--- config.mk ---
export PLATFORM = sky130hd
export DESIGN_NAME = rtc_time_to_epoch_seconds
export DESIGN_NICKNAME = d
export VERILOG_FILES = /design/src/rtes_pkg.sv /design/src/rtes_decode.sv /design/src/rtes_days.sv /design/src/rtes_secs.sv /design/src/rtc_time_to_epoch_seconds.sv
export SDC_FILE = /design/constraint.sdc
export NUM_CORES = 2
export LEC_CHECK = 0
export ABC_CLOCK_PERIOD_IN_PS = 10200
export BUFFER_PORTS_ARGS = -buffer_cell sky130_fd_sc_hd__clkbuf_2
export CAP_MARGIN = 20
export CORE_MARGIN = 2
export CORE_UTILIZATION = 50
export CTS_CLUSTER_SIZE = 10
export DETAILED_ROUTE_END_ITERATION = 10
export GPL_ROUTABILITY_DRIVEN = 0
export MAX_ROUTING_LAYER = met4
export PLACE_DENSITY = 0.67
export SYNTH_ARGS = -nofsm -noshare
export SYNTH_HDL_FRONTEND = slang
export SYNTH_SLANG_ARGS = --single-unit
--- constraint.sdc ---
create_clock -name clk -period 10.2 [get_ports clk]
set_input_delay 2.04 -clock clk [delete_from_list [all_inputs] [get_ports clk]]
set_output_delay 2.04 -clock clk [all_outputs]
set_load 0.01 [all_outputs]
--- src/rtes_pkg.sv ---
`timescale 1ns / 1ps
// ----------------------------------------------------------------------------
// RTC snapshot decoder package
// Shared widths, constants, payload structs and the divide-by-100 helper used
// by the decode, day count and seconds stages.
// ----------------------------------------------------------------------------
package rtes_pkg;

  localparam int unsigned BYTE_W        = 8;
  localparam int unsigned CY_W          = 12;
  localparam int unsigned YEAR_W        = 13;
  localparam int unsigned Q100_W        = 7;
  localparam int unsigned DAYS_W        = 20;
  localparam int unsigned CUM_W         = 9;
  localparam int unsigned SECS_W        = 32;

  // Status B and hour register bit positions.
  localparam int unsigned STAT_BIN_BIT  = 2;
  localparam int unsigned STAT_24H_BIT  = 1;
  localparam int unsigned HOUR_PM_BIT   = 7;

  localparam int unsigned CY_RESET      = 2015;
  localparam int unsigned BASE_RESET    = 2000;
  localparam int unsigned EPOCH_YEAR    = 1970;
  localparam int unsigned LEAPS_1969    = 477;
  localparam int unsigned DAYS_PER_YEAR = 365;
  localparam int unsigned SECS_PER_DAY  = 86400;
  localparam int unsigned SECS_PER_HOUR = 3600;
  localparam int unsigned SECS_PER_MIN  = 60;
  localparam int unsigned CENTURY       = 100;
  localparam int unsigned MONTHS        = 12;
  localparam int unsigned MONTH_FEB     = 2;

  // floor(v / 100) = (v * 5243) >> 19 for every v below 2^13.
  localparam int unsigned DIV100_MUL    = 5243;
  localparam int unsigned DIV100_MUL_W  = 13;
  localparam int unsigned DIV100_SHIFT  = 19;

  typedef logic [BYTE_W-1:0] byte_t;
  typedef logic [CY_W-1:0]   cy_t;
  typedef logic [YEAR_W-1:0] year_t;
  typedef logic [Q100_W-1:0] q100_t;
  typedef logic [DAYS_W-1:0] days_t;
  typedef logic [CUM_W-1:0]  cum_t;
  typedef logic [SECS_W-1:0] secs_t;

  typedef struct packed {
    byte_t second;
    byte_t minute;
    byte_t hour;
    byte_t day;
    byte_t month;
    byte_t year2;
    byte_t flags;
  } raw_snap_t;

  typedef struct packed {
    byte_t second;
    byte_t minute;
    byte_t hour;
    byte_t day;
    byte_t month;
    year_t year;
    logic  bad;
  } time_fields_t;

  typedef struct packed {
    time_fields_t t;
    days_t        days;
  } day_fields_t;

  typedef struct packed {
    byte_t second;
    byte_t minute;
    byte_t hour;
    byte_t day;
    byte_t month;
    cy_t   full_year;
    secs_t elapsed_seconds;
    logic  invalid;
  } result_t;

  function automatic q100_t div100(input year_t v);
    logic [YEAR_W+DIV100_MUL_W-1:0] prod;
    prod = (YEAR_W+DIV100_MUL_W)'(v) * (YEAR_W+DIV100_MUL_W)'(DIV100_MUL);
    return prod[DIV100_SHIFT +: Q100_W];
  endfunction

endpackage

--- src/rtes_decode.sv ---
`timescale 1ns / 1ps
// ----------------------------------------------------------------------------
// RTC snapshot field decoder
// Converts BCD or binary bytes, folds 12-hour time into 24-hour form and
// places the two-digit year in the configured century window. Registered.
// ----------------------------------------------------------------------------
module rtes_decode (
  input  logic                  clk,
  input  logic                  rst_n,
  input  rtes_pkg::raw_snap_t   snap_i,
  input  logic                  snap_vld_i,
  input  rtes_pkg::cy_t         cur_year_i,
  input  rtes_pkg::cy_t         base_year_i,
  output rtes_pkg::time_fields_t fields_o,
  output logic                  fields_vld_o
);
  import rtes_pkg::*;

  time_fields_t fields_r, fields_nxt;
  logic         vld_r;

  function automatic byte_t from_bcd(input byte_t v);
    return byte_t'(v[3:0]) + byte_t'({v[7:4], 3'b000}) + byte_t'({v[7:4], 1'b0});
  endfunction

  // Input is below 140, so three restoring steps give the remainder.
  function automatic byte_t mod24(input byte_t v);
    byte_t r;
    r = v;
    if (r >= byte_t'(96)) r = r - byte_t'(96);
    if (r >= byte_t'(48)) r = r - byte_t'(48);
    if (r >= byte_t'(24)) r = r - byte_t'(24);
    return r;
  endfunction

  byte_t sec_d, min_d, hour_d, day_d, mon_d, yr2_d, hour_h;
  year_t year_sum;

  always_comb begin
    if (snap_i.flags[STAT_BIN_BIT]) begin
      sec_d  = snap_i.second;
      min_d  = snap_i.minute;
      hour_d = snap_i.hour;
      day_d  = snap_i.day;
      mon_d  = snap_i.month;
      yr2_d  = snap_i.year2;
    end else begin
      sec_d  = from_bcd(snap_i.second);
      min_d  = from_bcd(snap_i.minute);
      hour_d = byte_t'(snap_i.hour[3:0]) + byte_t'({snap_i.hour[6:4], 3'b000})
             + byte_t'({snap_i.hour[6:4], 1'b0}) + {snap_i.hour[7], 7'b0};
      day_d  = from_bcd(snap_i.day);
      mon_d  = from_bcd(snap_i.month);
      yr2_d  = from_bcd(snap_i.year2);
    end

    hour_h = {1'b0, hour_d[6:0]};
    if (!snap_i.flags[STAT_24H_BIT]) begin
      if (hour_h == byte_t'(12)) hour_h = '0;
      if (hour_d[HOUR_PM_BIT]) hour_h = mod24(hour_h + byte_t'(12));
    end else begin
      hour_h = hour_d;
    end

    year_sum = year_t'(yr2_d) + year_t'(base_year_i);

    fields_nxt.second = sec_d;
    fields_nxt.minute = min_d;
    fields_nxt.hour   = hour_h;
    fields_nxt.day    = day_d;
    fields_nxt.month  = mon_d;
    fields_nxt.year   = (year_sum < year_t'(cur_year_i)) ?
                        year_sum + year_t'(CENTURY) : year_sum;
    fields_nxt.bad    = (mon_d == '0) || (mon_d > byte_t'(MONTHS)) || (day_d == '0);
  end

  always_ff @(posedge clk) begin
    if (!rst_n) begin
      vld_r <= 1'b0;
    end else begin
      vld_r <= snap_vld_i;
    end
  end

  always_ff @(posedge clk) begin
    fields_r <= fields_nxt;
  end

  assign fields_o     = fields_r;
  assign fields_vld_o = vld_r;

endmodule

--- src/rtes_days.sv ---
`timescale 1ns / 1ps
// ----------------------------------------------------------------------------
// Day counter
// Two registered steps: year quotients by 100, then days since 1970-01-01.
// ----------------------------------------------------------------------------
module rtes_days (
  input  logic                   clk,
  input  logic                   rst_n,
  input  rtes_pkg::time_fields_t fields_i,
  input  logic                   fields_vld_i,
  output rtes_pkg::day_fields_t  days_o,
  output logic                   days_vld_o
);
  import rtes_pkg::*;

  time_fields_t q_fields_r;
  q100_t        q_cur_r, q_prev_r;
  logic         q_vld_r;
  day_fields_t  days_r, days_nxt;
  logic         days_vld_r;

  function automatic cum_t cum_days(input logic [3:0] m);
    cum_t c;
    case (m)
      4'd2:    c = cum_t'(31);
      4'd3:    c = cum_t'(59);
      4'd4:    c = cum_t'(90);
      4'd5:    c = cum_t'(120);
      4'd6:    c = cum_t'(151);
      4'd7:    c = cum_t'(181);
      4'd8:    c = cum_t'(212);
      4'd9:    c = cum_t'(243);
      4'd10:   c = cum_t'(273);
      4'd11:   c = cum_t'(304);
      4'd12:   c = cum_t'(334);
      default: c = '0;
    endcase
    return c;
  endfunction

  always_ff @(posedge clk) begin
    if (!rst_n) begin
      q_vld_r    <= 1'b0;
      days_vld_r <= 1'b0;
    end else begin
      q_vld_r    <= fields_vld_i;
      days_vld_r <= q_vld_r;
    end
  end

  always_ff @(posedge clk) begin
    q_fields_r <= fields_i;
    q_cur_r    <= div100(fields_i.year);
    q_prev_r   <= div100(fields_i.year - year_t'(1));
  end

  year_t y;
  year_t y_prev;
  year_t cent;
  logic  leap;
  days_t leaps;
  days_t span;

  always_comb begin
    y      = q_fields_r.year;
    y_prev = y - year_t'(1);
    cent   = year_t'(q_cur_r) * year_t'(CENTURY);
    leap   = ((y[1:0] == 2'b00) && (cent != y)) || ((cent == y) && (q_cur_r[1:0] == 2'b00));
    leaps  = days_t'(y_prev[YEAR_W-1:2]) - days_t'(q_prev_r) + days_t'(q_prev_r[Q100_W-1:2]);
    span   = '0;
    if (y > year_t'(EPOCH_YEAR)) begin
      span = days_t'(y - year_t'(EPOCH_YEAR)) * days_t'(DAYS_PER_YEAR)
           + leaps - days_t'(LEAPS_1969);
    end
    days_nxt.t    = q_fields_r;
    days_nxt.days = span + days_t'(cum_days(q_fields_r.month[3:0]))
                  + days_t'(leap && (q_fields_r.month > byte_t'(MONTH_FEB)))
                  + days_t'(q_fields_r.day) - days_t'(1);
  end

  always_ff @(posedge clk) begin
    days_r <= days_nxt;
  end

  assign days_o     = days_r;
  assign days_vld_o = days_vld_r;

endmodule

--- src/rtes_secs.sv ---
`timescale 1ns / 1ps
// ----------------------------------------------------------------------------
// Seconds assembler
// Scales the day count and time of day to seconds and registers the result.
// ----------------------------------------------------------------------------
module rtes_secs (
  input  logic                  clk,
  input  logic                  rst_n,
  input  rtes_pkg::day_fields_t days_i,
  input  logic                  days_vld_i,
  output rtes_pkg::result_t     result_o,
  output logic                  result_vld_o
);
  import rtes_pkg::*;

  result_t result_r, result_nxt;
  logic    vld_r;
  secs_t   secs;

  always_comb begin
    secs = secs_t'(days_i.days) * secs_t'(SECS_PER_DAY)
         + secs_t'(days_i.t.hour) * secs_t'(SECS_PER_HOUR)
         + secs_t'(days_i.t.minute) * secs_t'(SECS_PER_MIN)
         + secs_t'(days_i.t.second);
    result_nxt.second          = days_i.t.second;
    result_nxt.minute          = days_i.t.minute;
    result_nxt.hour            = days_i.t.hour;
    result_nxt.day             = days_i.t.day;
    result_nxt.month           = days_i.t.month;
    result_nxt.full_year       = days_i.t.year[CY_W-1:0];
    result_nxt.elapsed_seconds = days_i.t.bad ? '0 : secs;
    result_nxt.invalid         = days_i.t.bad;
  end

  always_ff @(posedge clk) begin
    if (!rst_n) begin
      vld_r <= 1'b0;
    end else begin
      vld_r <= days_vld_i;
    end
  end

  always_ff @(posedge clk) begin
    result_r <= result_nxt;
  end

  assign result_o     = result_r;
  assign result_vld_o = vld_r;

endmodule

--- src/rtc_time_to_epoch_seconds.sv ---
`timescale 1ns / 1ps
// A taken word passes through the input register, decode, quotients, days and seconds
// registers before its out_valid strobe.
// Throughput: one word per cycle; busy is always low and the receiver cannot stall.
// Reset (rst_n low, synchronous) empties the pipeline and sets the first year to 2015.
// ----------------------------------------------------------------------------
// RTC snapshot to epoch seconds converter
// Decodes a raw RTC register snapshot into calendar fields, a four-digit year
// and seconds since 1970-01-01 00:00, modulo 2^32.
// ----------------------------------------------------------------------------
module rtc_time_to_epoch_seconds (
  input  logic                clk,
  input  logic                rst_n,
  input  logic                start,
  output logic                busy,
  input  rtes_pkg::byte_t     in_raw_second,
  input  rtes_pkg::byte_t     in_raw_minute,
  input  rtes_pkg::byte_t     in_raw_hour,
  input  rtes_pkg::byte_t     in_raw_day,
  input  rtes_pkg::byte_t     in_raw_month,
  input  rtes_pkg::byte_t     in_raw_year,
  input  rtes_pkg::byte_t     in_status_flags,
  input  logic                cfg_valid,
  output logic                cfg_ready,
  input  rtes_pkg::cy_t       cfg_first_year,
  output logic                out_valid,
  output rtes_pkg::byte_t     out_second,
  output rtes_pkg::byte_t     out_minute,
  output rtes_pkg::byte_t     out_hour,
  output rtes_pkg::byte_t     out_day,
  output rtes_pkg::byte_t     out_month,
  output rtes_pkg::cy_t       out_full_year,
  output rtes_pkg::secs_t     out_elapsed_seconds,
  output logic                out_invalid
);
  import rtes_pkg::*;

  // The pipeline never holds a word back, so a word is taken on every start.
  assign busy      = 1'b0;
  assign cfg_ready = 1'b1;

  logic accept;
  assign accept = start && !busy;

  // Configuration: the window start year and its century base. The base is
  // computed once per write so the per-word path only needs an add.
  cy_t   cy_r, cy_nxt;
  cy_t   base_r, base_nxt;
  q100_t cfg_q;

  always_comb begin
    cfg_q    = div100(year_t'(cfg_first_year));
    cy_nxt   = cy_r;
    base_nxt = base_r;
    if (cfg_valid && cfg_ready) begin
      cy_nxt   = cfg_first_year;
      base_nxt = cy_t'(cfg_q) * cy_t'(CENTURY);
    end
  end

  always_ff @(posedge clk) begin
    if (!rst_n) begin
      cy_r   <= cy_t'(CY_RESET);
      base_r <= cy_t'(BASE_RESET);
    end else begin
      cy_r   <= cy_nxt;
      base_r <= base_nxt;
    end
  end

  // Input register: the snapshot is captured on acceptance.
  raw_snap_t snap_r;
  logic      snap_vld_r;

  always_ff @(posedge clk) begin
    if (!rst_n) begin
      snap_vld_r <= 1'b0;
    end else begin
      snap_vld_r <= accept;
    end
  end

  always_ff @(posedge clk) begin
    if (accept) begin
      snap_r.second <= in_raw_second;
      snap_r.minute <= in_raw_minute;
      snap_r.hour   <= in_raw_hour;
      snap_r.day    <= in_raw_day;
      snap_r.month  <= in_raw_month;
      snap_r.year2  <= in_raw_year;
      snap_r.flags  <= in_status_flags;
    end
  end

  time_fields_t fields;
  logic         fields_vld;
  day_fields_t  days;
  logic         days_vld;
  result_t      result;
  logic         result_vld;

  rtes_decode u_decode (
    .clk          (clk),
    .rst_n        (rst_n),
    .snap_i       (snap_r),
    .snap_vld_i   (snap_vld_r),
    .cur_year_i   (cy_r),
    .base_year_i  (base_r),
    .fields_o     (fields),
    .fields_vld_o (fields_vld)
  );

  rtes_days u_days (
    .clk          (clk),
    .rst_n        (rst_n),
    .fields_i     (fields),
    .fields_vld_i (fields_vld),
    .days_o       (days),
    .days_vld_o   (days_vld)
  );

  rtes_secs u_secs (
    .clk          (clk),
    .rst_n        (rst_n),
    .days_i       (days),
    .days_vld_i   (days_vld),
    .result_o     (result),
    .result_vld_o (result_vld)
  );

  // Results leave straight from the output register of the seconds stage.
  assign out_valid           = result_vld;
  assign out_second          = result.second;
  assign out_minute          = result.minute;
  assign out_hour            = result.hour;
  assign out_day             = result.day;
  assign out_month           = result.month;
  assign out_full_year       = result.full_year;
  assign out_elapsed_seconds = result.elapsed_seconds;
  assign out_invalid         = result.invalid;

  // Every result traces back to an accepted word.
  a_result_has_word: assert property (@(posedge clk) disable iff (!rst_n)
    out_valid |-> $past(accept, 5))
    else $error("result strobe without an accepted word");

  // An invalid date never carries a seconds count.
  a_invalid_zero: assert property (@(posedge clk) disable iff (!rst_n)
    (out_valid && out_invalid) |-> (out_elapsed_seconds == '0))
    else $error("invalid date with nonzero seconds");

  // A valid result has a real month and a nonzero day.
  a_valid_date: assert property (@(posedge clk) disable iff (!rst_n)
    (out_valid && !out_invalid) |->
      ((out_month != '0) && (out_month <= byte_t'(MONTHS)) && (out_day != '0)))
    else $error("valid flag on an out-of-range date");

  // The century base always sits within one century at or below the window start.
  a_base_window: assert property (@(posedge clk) disable iff (!rst_n)
    (base_r <= cy_r) && ((cy_r - base_r) < cy_t'(CENTURY)))
    else $error("century base out of step with current year");

endmodule

==> results by group <==
Synth
  – Sequential share of the synthesized area: 0.2354
  – Adder-cell area share of the yosys netlist: 0.4525
  – Top_reg_cell synth: dfxtp_1
  – Synthesized instance count: around 3,300
  – Compound-Gate Fraction of Synth Area: 0.08204
  – Xor-xnor portion of the synthesized cell area: 0.06006
  – Synth Register Bits: 366
  – Post-synth ARST share: 0
  – Ys Warns: 0
  – Area of the mapped netlist: about 0.033 mm²
  – Simple-Gate Fraction of Synth Area: 0.07101
  – Syn nets: approximately 4,300
  – Yosys top cell area share: 0.2514
  – Synth unique cells: slightly above 80
  – Area leader, netlist: ha_1
  – Area contributors post-synth: ha_1 (25%), fa_1 (20%), dfxtp_1 (19%)
  – Largest family of logic cells by synthesized area: adder cells
  – Avg Cell Area, Syn: 10.16 µm²
  – Post-synth EDFFs: 50
  – Post-synthesis mux area share: 0.01291

Placement
  – # port buffers: 151
  – Post-DP Area: 0.03497 mm²
  – Detail Placement HPWL: 52,620 µm
  – Placed insts: approximately 4,300

Critical path
  – Worst Path Max Fanout: 6
  – Crit-path slowest cell: a2111oi_0
  – CP Capture Type: register
  – WS Path Type: input pin to register
  – Slowest cell delay on critical path: approximately 630 ps
  – Largest delay share family, worst path: adder cells
  – Buf/Inv on CP: 3
  – WP data arrival: around 9400 ps
  – Worst setup SP type: input pin
  – Critical Path RT: roughly 11,000 ps

Clocking
  – Cts bufs inserted: 46
  – CTS clk-pin slew, worst paths: 60 ps
  – Clk buf depth: 3
  – Worst-Skew Late Latency: roughly 570 ps
  – Cts hold-fix bufs: 0
  – CTS tree: yes
  – Root buffer cell: clkbuf_16
  – # Post-CTS Setup Buffers: 0
  – H-tree Lvls: 2
  – # clock sinks: roughly 370
  – PostCTS Resize Cnt: 0

Finish
  – Nets: between 4,000 and 5,000
  – Ant diodes: 0
  – Final Cell Area: between 0.03 and 0.04 mm²
  – Share of layout cells above drive strength 1: 0.07530
  – Post-route insts no fill: 4,330
  – P&R area growth vs syn: 9.415%
  – Fill count: about 5,800

Routing
  – Wire per inst: about 15 µm
  – First-pass iteration count of the detailed router: 6
  – Via count: approximately 21,000
  – WL final: 63,070 µm
  – Starting DRC count in detailed routing: roughly 670
  – Vias per Instance: about 5.0
  – Residual DRC: 0
  – Detail Route Antenna Nets: 0

STA
  – Final setup TNS: 0 ps
  – Fin crit period: just under 9000 ps
  – Slew Viols, Final: 0
  – Max Fclk: 111.9 MHz
  – Hold Slack: 319.7 ps
  – Worst Tran Pin Value: slightly below 1000 ps
  – Slew headroom: 0.3473
  – Final worst-path cycle share: 0.8763
  – Final Setup Violations: 0
  – Worst Skew: between 15 and 20 ps
  – Unrepaired setup endpoints after global routing: no
  – Final Hold Fails: 0

Worst hold path
  – Worst hold path class: register to register

Die
  – Row cnt: 94
  – Die Wd: roughly 260 µm
  – Die ar.: between 0.06 and 0.07 mm²
  – Core Footprint: 0.06575 mm²
  – I/O pins: 160
  – Die Y: 261.9 µm
  – Initial Util: 0.5057

GRT
  – Global-route wire length before repair: about 110,000 µm
  – Initial antenna violation count: 0
  – Largest net degree at the start of global routing: 71
  – GR Overflow Total: 0
  – Vias in the first global route: between 20,000 and 25,000
  – GRT Resource Usage Total: 0.1977

Outcome
  – Outcome: finished, final reports clean

Flow run
  – # Max-Cap Violations: 0
[path summary, 6_finish.rpt]
path	start	endpoint	slack, ps	cells after the start
worst min register to register	u_days.days_nxt[54]$_DFF_P_	u_days.days_o[54]$_DFF_P_	320	0
worst max register to register	u_days.y[1]$_DFF_P_	u_days.days_o[16]$_DFF_P_	1750	35
worst max-delay path	cfg_first_year[9]	base_r[11]$_SDFFE_PN0P_	1260	25
worst min-delay path	u_days.days_nxt[54]$_DFF_P_	u_days.days_o[54]$_DFF_P_	320	0
[worst register-to-register path, delay by kind of cell (launching register included)]
kind                     cells  cell delay, ps
buffers and inverters        4             480
adder cells (fa/ha/maj)      9            3420
XOR/XNOR                     4             600
flip-flops                   1             650
AND/OR/NAND/NOR              7            1030
AO/OA/AOI/OAI               11            2180
[area by class of cell]
class                           instances  area [µm²]  share of cell area
Tap cell                              864        1081             0.02972
Clock buffer                           66        1286             0.03536
Inverter                              713        2676             0.07357
Sequential cell                       366        7828              0.2152
Multi-Input combinational cell       2153       22570              0.6203
Clock inverter                          9       125.1            0.003439
Timing Repair Buffer                  159       815.8             0.02242
[cell usage after synthesis (9+ instances only)]
library cell  number
fa_1             334
mux2i_1           17
and3_1            21
nand4_1           16
ha_1             668
or3_1             11
or2_2             11
nand3_1           39
edfxtp_1          50
clkbuf_1          31
a21oi_1           98
and2_1            14
nor2_1            94
dfxtp_1          316
a21o_1            59
nor4_1            12
nor3_1            33
xnor2_1          155
o21bai_1           9
a211oi_1          16
o21a_1            18
nand2_1          120
o31a_1             9
a31oi_1           23
nor2b_1           41
nand2b_1          33
mux2_2            20
o21ai_0           88
o211ai_1          16
inv_1            713
xor2_1            73
[per-layer routing]
layer	share of wire	routed length (µm)	GRT usage	up-vias
li1	-	-	-	10980
met5	0	0	-	-
met2	0.49	30820	0.3382	250
met1	0.45	28630	0.2452	10130
met4	0.030	1876	0.06124	0
met3	0.028	1742	0.02209	100
[placed cells by master (no fill, tap or decap), types with 23 or more instances in the layout]
master,instances
nor3_1,33
nand3_1,39
o21ai_0,87
nor2b_1,41
xnor2_1,155
a31oi_1,23
clkbuf_16,46
a21oi_1,98
dfxtp_1,316
edfxtp_1,50
inv_1,713
a21o_1,59
ha_1,668
nand2_1,120
clkbuf_2,151
nand2b_1,33
fa_1,334
nor2_1,94
xor2_1,73
[through the flow]
stage            util  setup WS, ps
3_3_place_gp   0.5319         818.6
4_1_cts        0.5533          1306
6_report       0.5533          1262
2_1_floorplan       -          1549
5_1_grt        0.5533         860.0
3_5_place_dp   0.5319         726.7
[logic make-up after synthesis]
group | after synthesis
compound gates | 412
xor+xnor | 228
fa+ha+maj | 1002
buf+inv | 754
flops | 366
mux | 39
other cells | 2
simple gates | 470
[state kept, by name, indices dropped and copies added, names as in the netlist, named ones only]
| signal | count |
|---|---|
| u_days.days_o | 73 |
| u_days.q_prev_r | 7 |
| u_days.days_vld_o | 1 |
| u_days.q_cur_r | 7 |
| u_decode.fields_vld_o | 1 |
| snap_vld_r | 1 |
| snap_r | 50 |
| u_decode.fields_o | 54 |
| cy_r | 12 |
| u_days.days_nxt | 41 |
| u_days.y | 13 |
| u_days.q_vld_r | 1 |
| base_r | 10 |
| u_secs.result_vld_o | 1 |
| u_secs.result_o | 85 |
Power is left out: the tool's default activity adds up to more than one toggle a clock period on the data nets, which glitch-free logic cannot reach.
